[src/hdl/rll_pkg.sv]
`default_nettype none

package rll_pkg;

  // Width of the retry, timeout and ping tick counters
  localparam int TICK_COUNT_BITS = 16;
  // Width of the period registers
  localparam int PERIOD_W = 16;
  // Compare width that holds both a counter and a period register
  localparam int CMP_W = (TICK_COUNT_BITS > PERIOD_W) ? TICK_COUNT_BITS : PERIOD_W;
  localparam int DATA_W = 32;
  localparam int ADDR_W = 4;
  localparam int SALT_W = 32;

  // Register reset values
  localparam logic [PERIOD_W-1:0] RETRY_RESET   = PERIOD_W'(5000);
  localparam logic [PERIOD_W-1:0] TIMEOUT_RESET = PERIOD_W'(60000);
  localparam logic [PERIOD_W-1:0] PING_RESET    = PERIOD_W'(5000);

  typedef logic [TICK_COUNT_BITS-1:0] tick_count_t;

  typedef enum logic [2:0] {
    ST_DISC     = 3'd0,
    ST_WLOGIN   = 3'd1,
    ST_WAUTH    = 3'd2,
    ST_WCONFIG  = 3'd3,
    ST_WOPTIONS = 3'd4,
    ST_RUN      = 3'd5
  } link_state_t;

  typedef enum logic [2:0] {
    SEND_NONE    = 3'd0,
    SEND_LOGIN   = 3'd1,
    SEND_AUTH    = 3'd2,
    SEND_CONFIG  = 3'd3,
    SEND_OPTIONS = 3'd4,
    SEND_PING    = 3'd5
  } send_code_t;

  typedef enum logic [2:0] {
    MSG_ACK    = 3'd0,
    MSG_BEACON = 3'd1,
    MSG_PONG   = 3'd2,
    MSG_NAK    = 3'd3,
    MSG_CLOSE  = 3'd4,
    MSG_DATA   = 3'd5,
    MSG_OTHER  = 3'd6
  } msg_type_t;

  typedef enum logic {
    KIND_TICK = 1'b0,
    KIND_MSG  = 1'b1
  } kind_t;

  // Register index, taken from paddr[3:2]
  typedef enum logic [1:0] {
    REG_RETRY   = 2'd0,
    REG_TIMEOUT = 2'd1,
    REG_PING    = 2'd2,
    REG_OPTIONS = 2'd3
  } cfg_reg_t;

  typedef struct packed {
    logic              kind;
    logic [2:0]        msg_type;
    logic              ack_long;
    logic [SALT_W-1:0] salt_in;
  } evt_item_t;

  typedef struct packed {
    logic [2:0]        send_code;
    logic              deliver_data;
    logic [2:0]        link_state;
    logic [SALT_W-1:0] salt_out;
  } res_item_t;

  // Saturating increment of a tick counter
  function automatic tick_count_t bump(input tick_count_t c);
    return (c == '1) ? c : c + 1'b1;
  endfunction

  // Period due: counter strictly above the register
  function automatic logic due(input tick_count_t c, input logic [PERIOD_W-1:0] p);
    return CMP_W'(c) > CMP_W'(p);
  endfunction

endpackage

`default_nettype wire

[src/hdl/repeater_login_link_fsm.sv]
`default_nettype none

// Client-side repeater login/keepalive link controller. Each evt item is
// either one time tick or one classified received message; each yields
// exactly one res item carrying the message to send now, the data-deliver
// flag, the link state after the item and the stored login salt. An item
// passes an input register and one pass of state-update logic into the
// result register, and one item is taken every cycle while res is not
// stalled. The period registers (retry, timeout,
// ping, options_present) sit behind an APB port at byte addresses 0, 4, 8
// and 12; change them only while no item is in flight.
module repeater_login_link_fsm
  import rll_pkg::*;
(
  input  wire logic              clk,
  input  wire logic              rst,
  // event channel
  input  wire logic              evt_valid,
  output      logic              evt_stall,
  input  wire evt_item_t         evt,
  // result channel
  output      logic              res_valid,
  input  wire logic              res_stall,
  output      res_item_t         res,
  // configuration port
  input  wire logic              psel,
  input  wire logic              penable,
  input  wire logic              pwrite,
  input  wire logic [ADDR_W-1:0] paddr,
  input  wire logic [DATA_W-1:0] pwdata,
  output      logic [DATA_W-1:0] prdata,
  output      logic              pready
);

  // Configuration registers
  logic [PERIOD_W-1:0] retry_ticks;
  logic [PERIOD_W-1:0] timeout_ticks;
  logic [PERIOD_W-1:0] ping_ticks;
  logic                options_present;

  // Link state and counters
  link_state_t link_state, link_state_next;
  tick_count_t retry_count, retry_count_next;
  tick_count_t timeout_count, timeout_count_next;
  tick_count_t ping_count, ping_count_next;
  logic [SALT_W-1:0] salt_store, salt_store_next;

  // Pipeline
  logic        evt_q_valid;
  evt_item_t   evt_q;
  logic        advance;
  send_code_t  send;
  logic        deliver;

  tick_count_t retry_b, timeout_b, ping_b;
  cfg_reg_t    cfg_sel;

  assign pready  = 1'b1;
  assign cfg_sel = cfg_reg_t'(paddr[3:2]);

  // Register writes
  always_ff @(posedge clk) begin
    if (rst) begin
      retry_ticks     <= RETRY_RESET;
      timeout_ticks   <= TIMEOUT_RESET;
      ping_ticks      <= PING_RESET;
      options_present <= 1'b0;
    end else if (psel && penable && pwrite && pready) begin
      unique case (cfg_sel)
        REG_RETRY:   retry_ticks     <= pwdata[PERIOD_W-1:0];
        REG_TIMEOUT: timeout_ticks   <= pwdata[PERIOD_W-1:0];
        REG_PING:    ping_ticks      <= pwdata[PERIOD_W-1:0];
        REG_OPTIONS: options_present <= pwdata[0];
        default: ;
      endcase
    end
  end

  // Register reads
  always_comb begin
    unique case (cfg_sel)
      REG_RETRY:   prdata = {{(DATA_W-PERIOD_W){1'b0}}, retry_ticks};
      REG_TIMEOUT: prdata = {{(DATA_W-PERIOD_W){1'b0}}, timeout_ticks};
      REG_PING:    prdata = {{(DATA_W-PERIOD_W){1'b0}}, ping_ticks};
      REG_OPTIONS: prdata = {{(DATA_W-1){1'b0}}, options_present};
      default:     prdata = '0;
    endcase
  end

  // Handshake: the input register moves on when the result register is free
  assign advance   = evt_q_valid && (!res_valid || !res_stall);
  assign evt_stall = evt_q_valid && res_valid && res_stall;

  always_ff @(posedge clk) begin
    if (rst) begin
      evt_q_valid <= 1'b0;
    end else begin
      evt_q_valid <= (evt_valid && !evt_stall) || (evt_q_valid && !advance);
    end
  end

  always_ff @(posedge clk) begin
    if (evt_valid && !evt_stall) begin
      evt_q <= evt;
    end
  end

  // Next link state, counters and message to send
  always_comb begin
    link_state_next    = link_state;
    retry_count_next   = retry_count;
    timeout_count_next = timeout_count;
    ping_count_next    = ping_count;
    salt_store_next    = salt_store;
    send               = SEND_NONE;
    deliver            = 1'b0;
    retry_b            = bump(retry_count);
    timeout_b          = bump(timeout_count);
    ping_b             = bump(ping_count);

    if (evt_q.kind == KIND_TICK) begin
      retry_count_next   = retry_b;
      timeout_count_next = timeout_b;
      ping_count_next    = ping_b;
      unique case (link_state)
        ST_DISC: begin
          if (due(retry_b, retry_ticks)) begin
            send               = SEND_LOGIN;
            link_state_next    = ST_WLOGIN;
            retry_count_next   = '0;
            timeout_count_next = '0;
          end
        end
        ST_RUN: begin
          if (due(ping_b, ping_ticks)) begin
            send            = SEND_PING;
            ping_count_next = '0;
          end
          if (due(timeout_b, timeout_ticks)) begin
            link_state_next  = ST_DISC;
            retry_count_next = '0;
          end
        end
        default: begin
          // waiting states: resend on retry, give up on timeout
          if (due(retry_b, retry_ticks)) begin
            unique case (link_state)
              ST_WLOGIN:  send = SEND_LOGIN;
              ST_WAUTH:   send = SEND_AUTH;
              ST_WCONFIG: send = SEND_CONFIG;
              default:    send = options_present ? SEND_OPTIONS : SEND_NONE;
            endcase
            retry_count_next = '0;
          end
          if (due(timeout_b, timeout_ticks)) begin
            link_state_next  = ST_DISC;
            retry_count_next = '0;
          end
        end
      endcase
    end else begin
      unique case (evt_q.msg_type)
        MSG_ACK: begin
          unique case (link_state)
            ST_WLOGIN: begin
              // short ack carries no salt and is dropped
              if (evt_q.ack_long) begin
                salt_store_next    = evt_q.salt_in;
                send               = SEND_AUTH;
                link_state_next    = ST_WAUTH;
                timeout_count_next = '0;
                retry_count_next   = '0;
              end
            end
            ST_WAUTH: begin
              send               = SEND_CONFIG;
              link_state_next    = ST_WCONFIG;
              timeout_count_next = '0;
              retry_count_next   = '0;
            end
            ST_WCONFIG: begin
              if (options_present) begin
                send            = SEND_OPTIONS;
                link_state_next = ST_WOPTIONS;
              end else begin
                link_state_next = ST_RUN;
              end
              timeout_count_next = '0;
              retry_count_next   = '0;
              ping_count_next    = '0;
            end
            ST_WOPTIONS: begin
              link_state_next    = ST_RUN;
              timeout_count_next = '0;
              ping_count_next    = '0;
            end
            default: ;
          endcase
        end
        MSG_BEACON: begin
          if (link_state == ST_WOPTIONS || link_state == ST_WCONFIG) begin
            link_state_next    = ST_RUN;
            timeout_count_next = '0;
            ping_count_next    = '0;
          end
        end
        MSG_PONG: begin
          timeout_count_next = '0;
        end
        MSG_NAK: begin
          if (link_state == ST_RUN) begin
            link_state_next    = ST_WLOGIN;
            send               = SEND_LOGIN;
            retry_count_next   = '0;
            timeout_count_next = '0;
          end else begin
            link_state_next  = ST_DISC;
            retry_count_next = '0;
          end
        end
        MSG_CLOSE: begin
          link_state_next  = ST_DISC;
          retry_count_next = '0;
        end
        MSG_DATA: begin
          if (link_state == ST_WOPTIONS) begin
            link_state_next    = ST_RUN;
            timeout_count_next = '0;
            ping_count_next    = '0;
          end
          deliver = (link_state == ST_WOPTIONS) || (link_state == ST_RUN);
        end
        default: ;
      endcase
    end
  end

  // Link state register
  always_ff @(posedge clk) begin
    if (rst) begin
      link_state <= ST_DISC;
    end else if (advance) begin
      link_state <= link_state_next;
    end
  end

  // Counters and salt
  always_ff @(posedge clk) begin
    if (rst) begin
      retry_count   <= '0;
      timeout_count <= '0;
      ping_count    <= '0;
      salt_store    <= '0;
    end else if (advance) begin
      retry_count   <= retry_count_next;
      timeout_count <= timeout_count_next;
      ping_count    <= ping_count_next;
      salt_store    <= salt_store_next;
    end
  end

  // Result register
  always_ff @(posedge clk) begin
    if (rst) begin
      res_valid <= 1'b0;
    end else begin
      res_valid <= advance || (res_valid && res_stall);
    end
  end

  always_ff @(posedge clk) begin
    if (advance) begin
      res.send_code    <= send;
      res.deliver_data <= deliver;
      res.link_state   <= link_state_next;
      res.salt_out     <= salt_store_next;
    end
  end

endmodule

`default_nettype wire

[config.mk]
export PLATFORM = sky130hd
export DESIGN_NAME = repeater_login_link_fsm
export DESIGN_NICKNAME = d
export VERILOG_FILES = /design/src/hdl/rll_pkg.sv /design/src/hdl/repeater_login_link_fsm.sv
export SDC_FILE = /design/constraint.sdc
export NUM_CORES = 1
export LEC_CHECK = 0
export ABC_AREA = 1
export BUFFER_PORTS_ARGS = -buffer_cell sky130_fd_sc_hd__clkbuf_2
export CORE_ASPECT_RATIO = 0.75
export CORE_UTILIZATION = 35
export CTS_CLUSTER_DIAMETER = 150
export DETAILED_ROUTE_END_ITERATION = 6
export PLACE_DENSITY = 0.58
export SYNTH_ARGS = -nofsm -noshare
export SYNTH_HDL_FRONTEND = slang
export SYNTH_SLANG_ARGS = --single-unit
[constraint.sdc]
create_clock -name clk -period 3.5 [get_ports clk]
set_clock_uncertainty 0.15 [all_clocks]
set_input_delay 0.175 -clock clk [delete_from_list [all_inputs] [get_ports clk]]
set_output_delay 0.175 -clock clk [all_outputs]
set_load 0.1 [all_outputs]
==> flow_metrics.env, run 1 <==
export IMPL_final_common_cell="nand2_1"
export IMPL_tightest_slew_ns=0.9720
export IMPL_cts_root_buf="clkbuf_16"
export IMPL_peakVddDrop_v=0.0002953
export IMPL_cp_slowest_cell="dfxtp_1"
export IMPL_synth_xor_area_share_pct=1.612
export IMPL_cts_tree="built"
export IMPL_cp_slowest_stage_delay_ns=0.36
export IMPL_nets=1671
export IMPL_synthToLayoutAreaGrowth_pct=20.62
export IMPL_path_cells="ha_1 -> nand2_1 -> inv_1 -> nand2_1 -> inv_2 -> nand3_2 -> nor2_4 -> buf_4 -> buf_4 -> a21oi_1 -> inv_1 -> ha_1 -> a21oi_1 -> o21a_1 -> nand2_1 -> nand2_1 -> nand2_1 -> nand2_2 -> nand2_2 -> nand2_2 -> nand3_1 -> a21oi_1"
export IMPL_clk_path_buf_depth=3
export IMPL_reg2reg_depth=22
export IMPL_finalSetupTns_ns=0
export IMPL_firstDrtPassIters=6
export IMPL_setup_viol=0
export IMPL_core_area_um2=31530
export IMPL_post_dp_hpwl_um=20460
export IMPL_holdWs_ns=0.08148
export IMPL_synth_compound_area_share_pct=18.06
export IMPL_power_density_nw_per_um2=446.7
export IMPL_vias=9682
export IMPL_drv_slew=0
export IMPL_worst_path_most_repeated_cell="nand2_1"
export IMPL_synthSimpleGateAreaFrac_pct=19.98
export IMPL_cap_violations=0
export IMPL_cts_sinks=210
export IMPL_finalCritPeriodShare_pct=92.32
export IMPL_h_tree_depth=1
export IMPL_yosysSeqAreaShare_pct=43.82
export IMPL_end_kind="register"
export IMPL_timing_fmax_mhz=309.5
export IMPL_worstPathRequired_ns=3.79
export IMPL_grt_pass1_wl_um=46210
export IMPL_reg2reg_slack_ns=0.27
export IMPL_wl_um=29670
export IMPL_grt_usage_pct=17.53
export IMPL_io_buffers=118
export IMPL_wl_per_cell_um=15.11
export IMPL_synth_top_family_by_area="simple AND/OR/NAND/NOR gates"
export IMPL_die_h_um=157.8
export IMPL_final_area_um2=13670
export IMPL_crit_path_start="retry_count[1]$_SDFFE_PP0P_"
export IMPL_rsz0062_at_grt="true"
export IMPL_clk_latency_ns=0.53
export IMPL_cts_made_buffers=24
export IMPL_synth_top_area_share_pct=23.68
export IMPL_synth_distinct_cells=54
export IMPL_final_antenna_net_count=0
export IMPL_via_per_inst=4.930
export IMPL_synth_edf_count=76
export IMPL_hold_viol_final=0
export IMPL_n_antenna_cell=0
export IMPL_syn_area_um2=11330
export IMPL_period_minus_slack_ns=3.231
export IMPL_worstPathArrival_ns=3.52
export IMPL_antenna_found_initial=0
export IMPL_hold_depth=4
export IMPL_crit_fanout=8
export IMPL_synthTopCellsByArea="dfxtp_1 24%, edfxtp_1 20%, nand2_1 7.5%, inv_1 6.7%, a21oi_1 6.4%"
export IMPL_die_w_um=209.8
export IMPL_drcViolationCount=0
export IMPL_die_area_um2=33100
export IMPL_synthArstFlopShare_pct=0
export IMPL_grt_pass1_vias=8778
export IMPL_fin_cells=1964
export IMPL_p_leak_nw=5.984
export IMPL_drt_iter0_drc=753
export IMPL_power_mw=6.104
export IMPL_r2r_start="retry_count[1]$_SDFFE_PP0P_"
export IMPL_synthMuxAreaShare_pct=0
export IMPL_floorplan_initialDensity_pct=35.93
export IMPL_yosys_register_bits=210
export IMPL_fillCellCount=3116
export IMPL_slew_headroom_pct=35.20
export IMPL_synth_flop_cell="dfxtp_1"
export IMPL_crit_type="reg -> reg"
export IMPL_status="finished, final reports clean"
export IMPL_clk_pin_slew_ns=0.06
export IMPL_multiInputGateArea_um2=5268
export IMPL_rows=56
export IMPL_drive_above_1_share_pct=20.28
export IMPL_dpl_cell_count=1858
export IMPL_regArea_um2=4966
export IMPL_min_path_type="in -> reg"
export IMPL_start_kind="register"
export IMPL_ios=154
export IMPL_synth_fa_ha_area_share_pct=5.632
export IMPL_routabilityCongestion=0.8804
export IMPL_syn_instance_count=1379
export IMPL_yosysTopAreaCell="dfxtp_1"
export IMPL_setup_worst_path_end="retry_count[6]$_SDFFE_PP0P_"
export IMPL_syn_avg_cell_area_um2=8.216
export IMPL_final_cell_mix="219 x nand2_1, 201 x inv_1, 144 x a21oi_1"
export IMPL_synth_warnings=0
export IMPL_gr_total_overflow=0
export IMPL_place_area_um2=12170
export IMPL_r2r_end="retry_count[6]$_SDFFE_PP0P_"
export IMPL_grt_max_degree=70
==> worst max-delay path, delay by kind of cell (launching register included) <==
kind                       cells  cell delay (ns)
and+or+nand+nor               11             1.27
buffers and inverters          5             0.51
adders and majority gates      2             0.44
AOI/OAI and AO/OA              4             0.43
DFF                            1             0.36
==> cell type report <==
type	count	area share, %
Multi-Input combinational cell	898	38.55
Sequential cell	210	36.34
Timing Repair Buffer	190	9.385
Inverter	216	5.988
Clock buffer	36	5.246
Tap cell	406	3.717
Clock inverter	8	0.7782
==> repair_timing <==
action,4_1_cts,5_1_grt
hold buffers,58,0
endpoints found under the hold margin,88,0
gates resized for setup,0,20
buffers inserted,0,3
endpoints found under the setup margin,0,53
==> cells in the mapped netlist (2+ instances only) <==
cell / count
inv_1: 202
o21a_1: 2
nand2_1: 225
xnor2_1: 3
nand3_1: 71
nor3_4: 2
ha_1: 51
nor2_2: 12
buf_1: 4
xor2_1: 16
nand3b_1: 3
a21oi_1: 144
dfxtp_1: 134
or2_2: 6
nor3_2: 7
inv_4: 2
o221ai_1: 15
buf_6: 4
o2111ai_4: 3
nor2_1: 87
clkbuf_1: 29
a31oi_1: 4
o21ai_1: 34
inv_2: 12
nand3_2: 2
o21ai_2: 4
nor2_4: 6
a21oi_2: 45
conb_1: 2
o21ai_0: 53
nor3_1: 14
nand4_1: 14
buf_4: 25
nand2_4: 4
o211ai_1: 19
edfxtp_1: 76
nand3_4: 3
buf_2: 8
nand2_2: 17
==> worst min-delay path by stage <==
stage | endpoint | from
4_1_cts | salt_store[4]$_SDFFE_PP0P_ | rst
3_5_place_dp | evt_q[16]$_DFFE_PP_ | evt[16]
2_1_floorplan | evt_q[0]$_DFFE_PP_ | evt[0]
5_1_grt | salt_store[17]$_SDFFE_PP0P_ | rst
3_3_place_gp | evt_q[19]$_DFFE_PP_ | evt[19]
6_report | salt_store[4]$_SDFFE_PP0P_ | rst
==> stage by stage <==
stage               util [%]  worst slack [ns]
finish                 43.34            0.2688
global route           43.34         -0.006509
floorplan                  -            0.2340
detailed placement     38.58            0.2073
global placement       38.58            0.2833
CTS                    43.04            0.1658
==> cells by family after synthesis <==
| group | after synthesis |
|---|---|
| buffers and inverters | 287 |
| other | 2 |
| adders and majority gates | 51 |
| AOI/OAI and AO/OA | 331 |
| xor gates and xnor gates | 20 |
| DFF | 210 |
| and+or+nand+nor | 478 |
==> sequential cells by signal, indices dropped and copies added, names as in the netlist <==
name and cells:
retry_ticks 16, res 39, link_state 3, ping_ticks 16
evt_q 37, timeout_count 16, timeout_ticks 16, res_valid 1
options_present 1, ping_count 16, salt_store 32, retry_count 16
evt_q_valid 1
==> report_power, final <==
group | switching, mW | internal (mW)
clock | 1.02 | 1.57
sequential | 0.0420 | 2.64
combinational | 0.644 | 0.191
total | 1.71 | 4.39
==> layer usage <==
metal | track usage, % | part of all wire [%]
met1 | 25.49 | 49
met2 | 27.04 | 44
met3 | 2.420 | 4.6
met4 | 4.797 | 2.2
met5 | 0 | 0
Note: power is estimated with default switching activity, not from simulation.
==> run 2, diff against run 1 <==
CORE_UTILIZATION = 40   (was 35)
PLACE_DENSITY = 0.6   (was 0.58)
==> run 2 against run 1 <==
Sequential cell count stayed put. Setup slack improved by 0.036 ns. Hold slack improved by 0.068 ns. Total power decreased by 4.0%. Final cell count shrank 1.3%. Critical endpoint is now res[38]$_DFFE_PP_. Combinational power is essentially flat.
==> flow_metrics.env, run 2 (same netlist as run 1, synthesis figures left out) <==
export IMPL_synthToLayoutAreaGrowth_pct=19.80
export IMPL_power_density_nw_per_um2=431.8
export IMPL_peakVddDrop_v=0.0003162
export IMPL_end_kind="register"
export IMPL_cap_violations=0
export IMPL_wl_per_cell_um=15.25
export IMPL_final_util_pct=49.55
export IMPL_final_common_cell="nand2_1"
export IMPL_cts_made_buffers=23
export IMPL_p_int_mw=4.177
export IMPL_status="finished, final reports clean"
export IMPL_nets=1675
export IMPL_dpl_cell_count=1833
export IMPL_grt_usage_pct=20.08
export IMPL_fin_cells=1938
export IMPL_ios=154
export IMPL_power_mw=5.860
export IMPL_largest_reg_flops=39
export IMPL_final_cell_mix="219 x nand2_1, 201 x inv_1, 143 x a21oi_1"
export IMPL_switching_power_mw=1.683
export IMPL_worstPathArrival_ns=3.30
export IMPL_via_per_inst=4.963
export IMPL_clk_pin_slew_ns=0.07
export IMPL_drive_above_1_share_pct=20.77
export IMPL_post_dp_hpwl_um=20540
export IMPL_timing_fmax_mhz=313.0
export IMPL_gr_total_overflow=0
export IMPL_reg2reg_slack_ns=0.30
export IMPL_regMostFlops="res"
export IMPL_p_leak_nw=5.946
export IMPL_vias=9618
export IMPL_die_w_um=196.3
export IMPL_h_tree_depth=1
export IMPL_hp_start="penable"
export IMPL_rsz0062_at_grt="false"
export IMPL_setup_ws_ns=0.3048
export IMPL_fillCellCount=2600
export IMPL_clock_power_share_pct=40.0
export IMPL_largestRegisters="res (39), evt_q (37), salt_store (32)"
export IMPL_min_path_type="in -> reg"
export IMPL_r2r_start="ping_count[0]$_SDFFE_PP0P_"
export IMPL_grt_pass1_vias=8860
export IMPL_floorplan_initialDensity_pct=41.36
export IMPL_cts_sinks=210
export IMPL_swShare_pct=28.72
export IMPL_n_antenna_cell=0
export IMPL_final_area_um2=13570
export IMPL_grt_pass1_wl_um=46750
export IMPL_grt_max_degree=65
export IMPL_finalCritPeriodShare_pct=91.29
export IMPL_drt_iter0_drc=747
export IMPL_crit_fanout=13
export IMPL_routabilityCongestion=0.9226
export IMPL_core_area_um2=27390
export IMPL_period_minus_slack_ns=3.195
export IMPL_drv_slew=0
export IMPL_seq_power_share_pct=45.7
export IMPL_rows=52
export IMPL_r2r_end="res[38]$_DFFE_PP_"
export IMPL_hold_viol_final=0
export IMPL_slew_headroom_pct=33.35
export IMPL_cts_tree="built"
export IMPL_firstDrtPassIters=5
export IMPL_reg2reg_depth=19
export IMPL_die_area_um2=29010
export IMPL_holdWs_ns=0.1491
export IMPL_worstPathRequired_ns=3.60
export IMPL_antenna_found_initial=0
export IMPL_start_kind="register"
export IMPL_io_buffers=118
export IMPL_post_place_ws_ns=0.1751
export IMPL_die_h_um=147.8
export IMPL_cts_root_buf="clkbuf_16"
export IMPL_finalSetupTns_ns=0
export IMPL_pwr_share_comb_pct=14.3
export IMPL_wl_um=29560
export IMPL_crit_type="reg -> reg"
export IMPL_hold_end="timeout_ticks[0]$_SDFFE_PP0P_"
export IMPL_setup_viol=0
export IMPL_clk_latency_ns=0.51
export IMPL_hold_depth=4
export IMPL_clk_path_buf_depth=3
export IMPL_place_area_um2=12150
export IMPL_drcViolationCount=0
export IMPL_final_antenna_net_count=0
export IMPL_tightest_slew_ns=0.9998
==> run 2: worst max path at each step <==
stage | from | to | slack, ns | depth (start not counted)
floorplan | res_valid$_SDFF_PP0_ | evt_q[0]$_DFFE_PP_ | 0.23 | 5
global placement | ping_count[0]$_SDFFE_PP0P_ | ping_count[6]$_SDFFE_PP0P_ | 0.25 | 21
detailed placement | ping_count[0]$_SDFFE_PP0P_ | ping_count[6]$_SDFFE_PP0P_ | 0.18 | 21
CTS | ping_count[0]$_SDFFE_PP0P_ | ping_count[6]$_SDFFE_PP0P_ | 0.15 | 21
global route | retry_count[0]$_SDFFE_PP0P_ | retry_count[6]$_SDFFE_PP0P_ | 0.02 | 20
finish | ping_count[0]$_SDFFE_PP0P_ | res[38]$_DFFE_PP_ | 0.30 | 19
==> run 2: routing by layer <==
layer | GRT usage (%) | share of wire, % | vias up | wire length (µm)
li1 | - | - | 4884 | -
met3 | 2.669 | 5.8 | 35 | 1716
met1 | 30.53 | 50 | 4441 | 14920
met2 | 30.07 | 42 | 258 | 12390
met4 | 4.297 | 1.8 | 0 | 534
met5 | 0 | 0 | - | 0
==> run 2: power by group through the flow <==
| stage | sequential, mW | clock (mW) | combinational [mW] |
|---|---|---|---|
| 6_report | 2.68 | 2.35 | 0.837 |
| 5_1_grt | 2.69 | 2.50 | 0.896 |
| 4_1_cts | 2.68 | 2.41 | 0.835 |
| 3_5_place_dp | 2.73 | 0 | 0.781 |
| 3_3_place_gp | 2.73 | 0 | 0.773 |
| 2_1_floorplan | 2.89 | 0 | 0.469 |
==> run 2: timing repair <==
action	4_1_cts	5_1_grt
hold buffers	58	0
setup endpoints to repair	0	51
setup buffers	0	5
gates resized for setup	0	26
hold endpoints to repair	88	0
==> run 2: area by class of cell <==
cell class / count / area, µm² / share of cell area (%)
Multi-Input combinational cell: 898 / 5286 / 38.95
Timing Repair Buffer: 195 / 1318 / 9.707
Clock inverter: 15 / 125.1 / 0.9218
Clock buffer: 26 / 586.8 / 4.323
Tap cell: 378 / 473.0 / 3.485
Inverter: 216 / 815.8 / 6.010
Sequential cell: 210 / 4969 / 36.61
==> run 2: critical path, cell delays in order, from the launching register on <==
cell and delay (ns):
dfxtp_2 0.37, ha_1 0.19, nand3_1 0.12, inv_1 0.13
nand2_1 0.12, nor2_4 0.24, inv_2 0.17, o21a_1 0.16
inv_1 0.08, ha_1 0.24, a21oi_1 0.14, o21ai_0 0.11
nand2_1 0.07, o211ai_1 0.08, nand2_1 0.07, nand3_1 0.08
nand2_2 0.16, o21ai_0 0.11, nand2_1 0.06, nand2_1 0.06
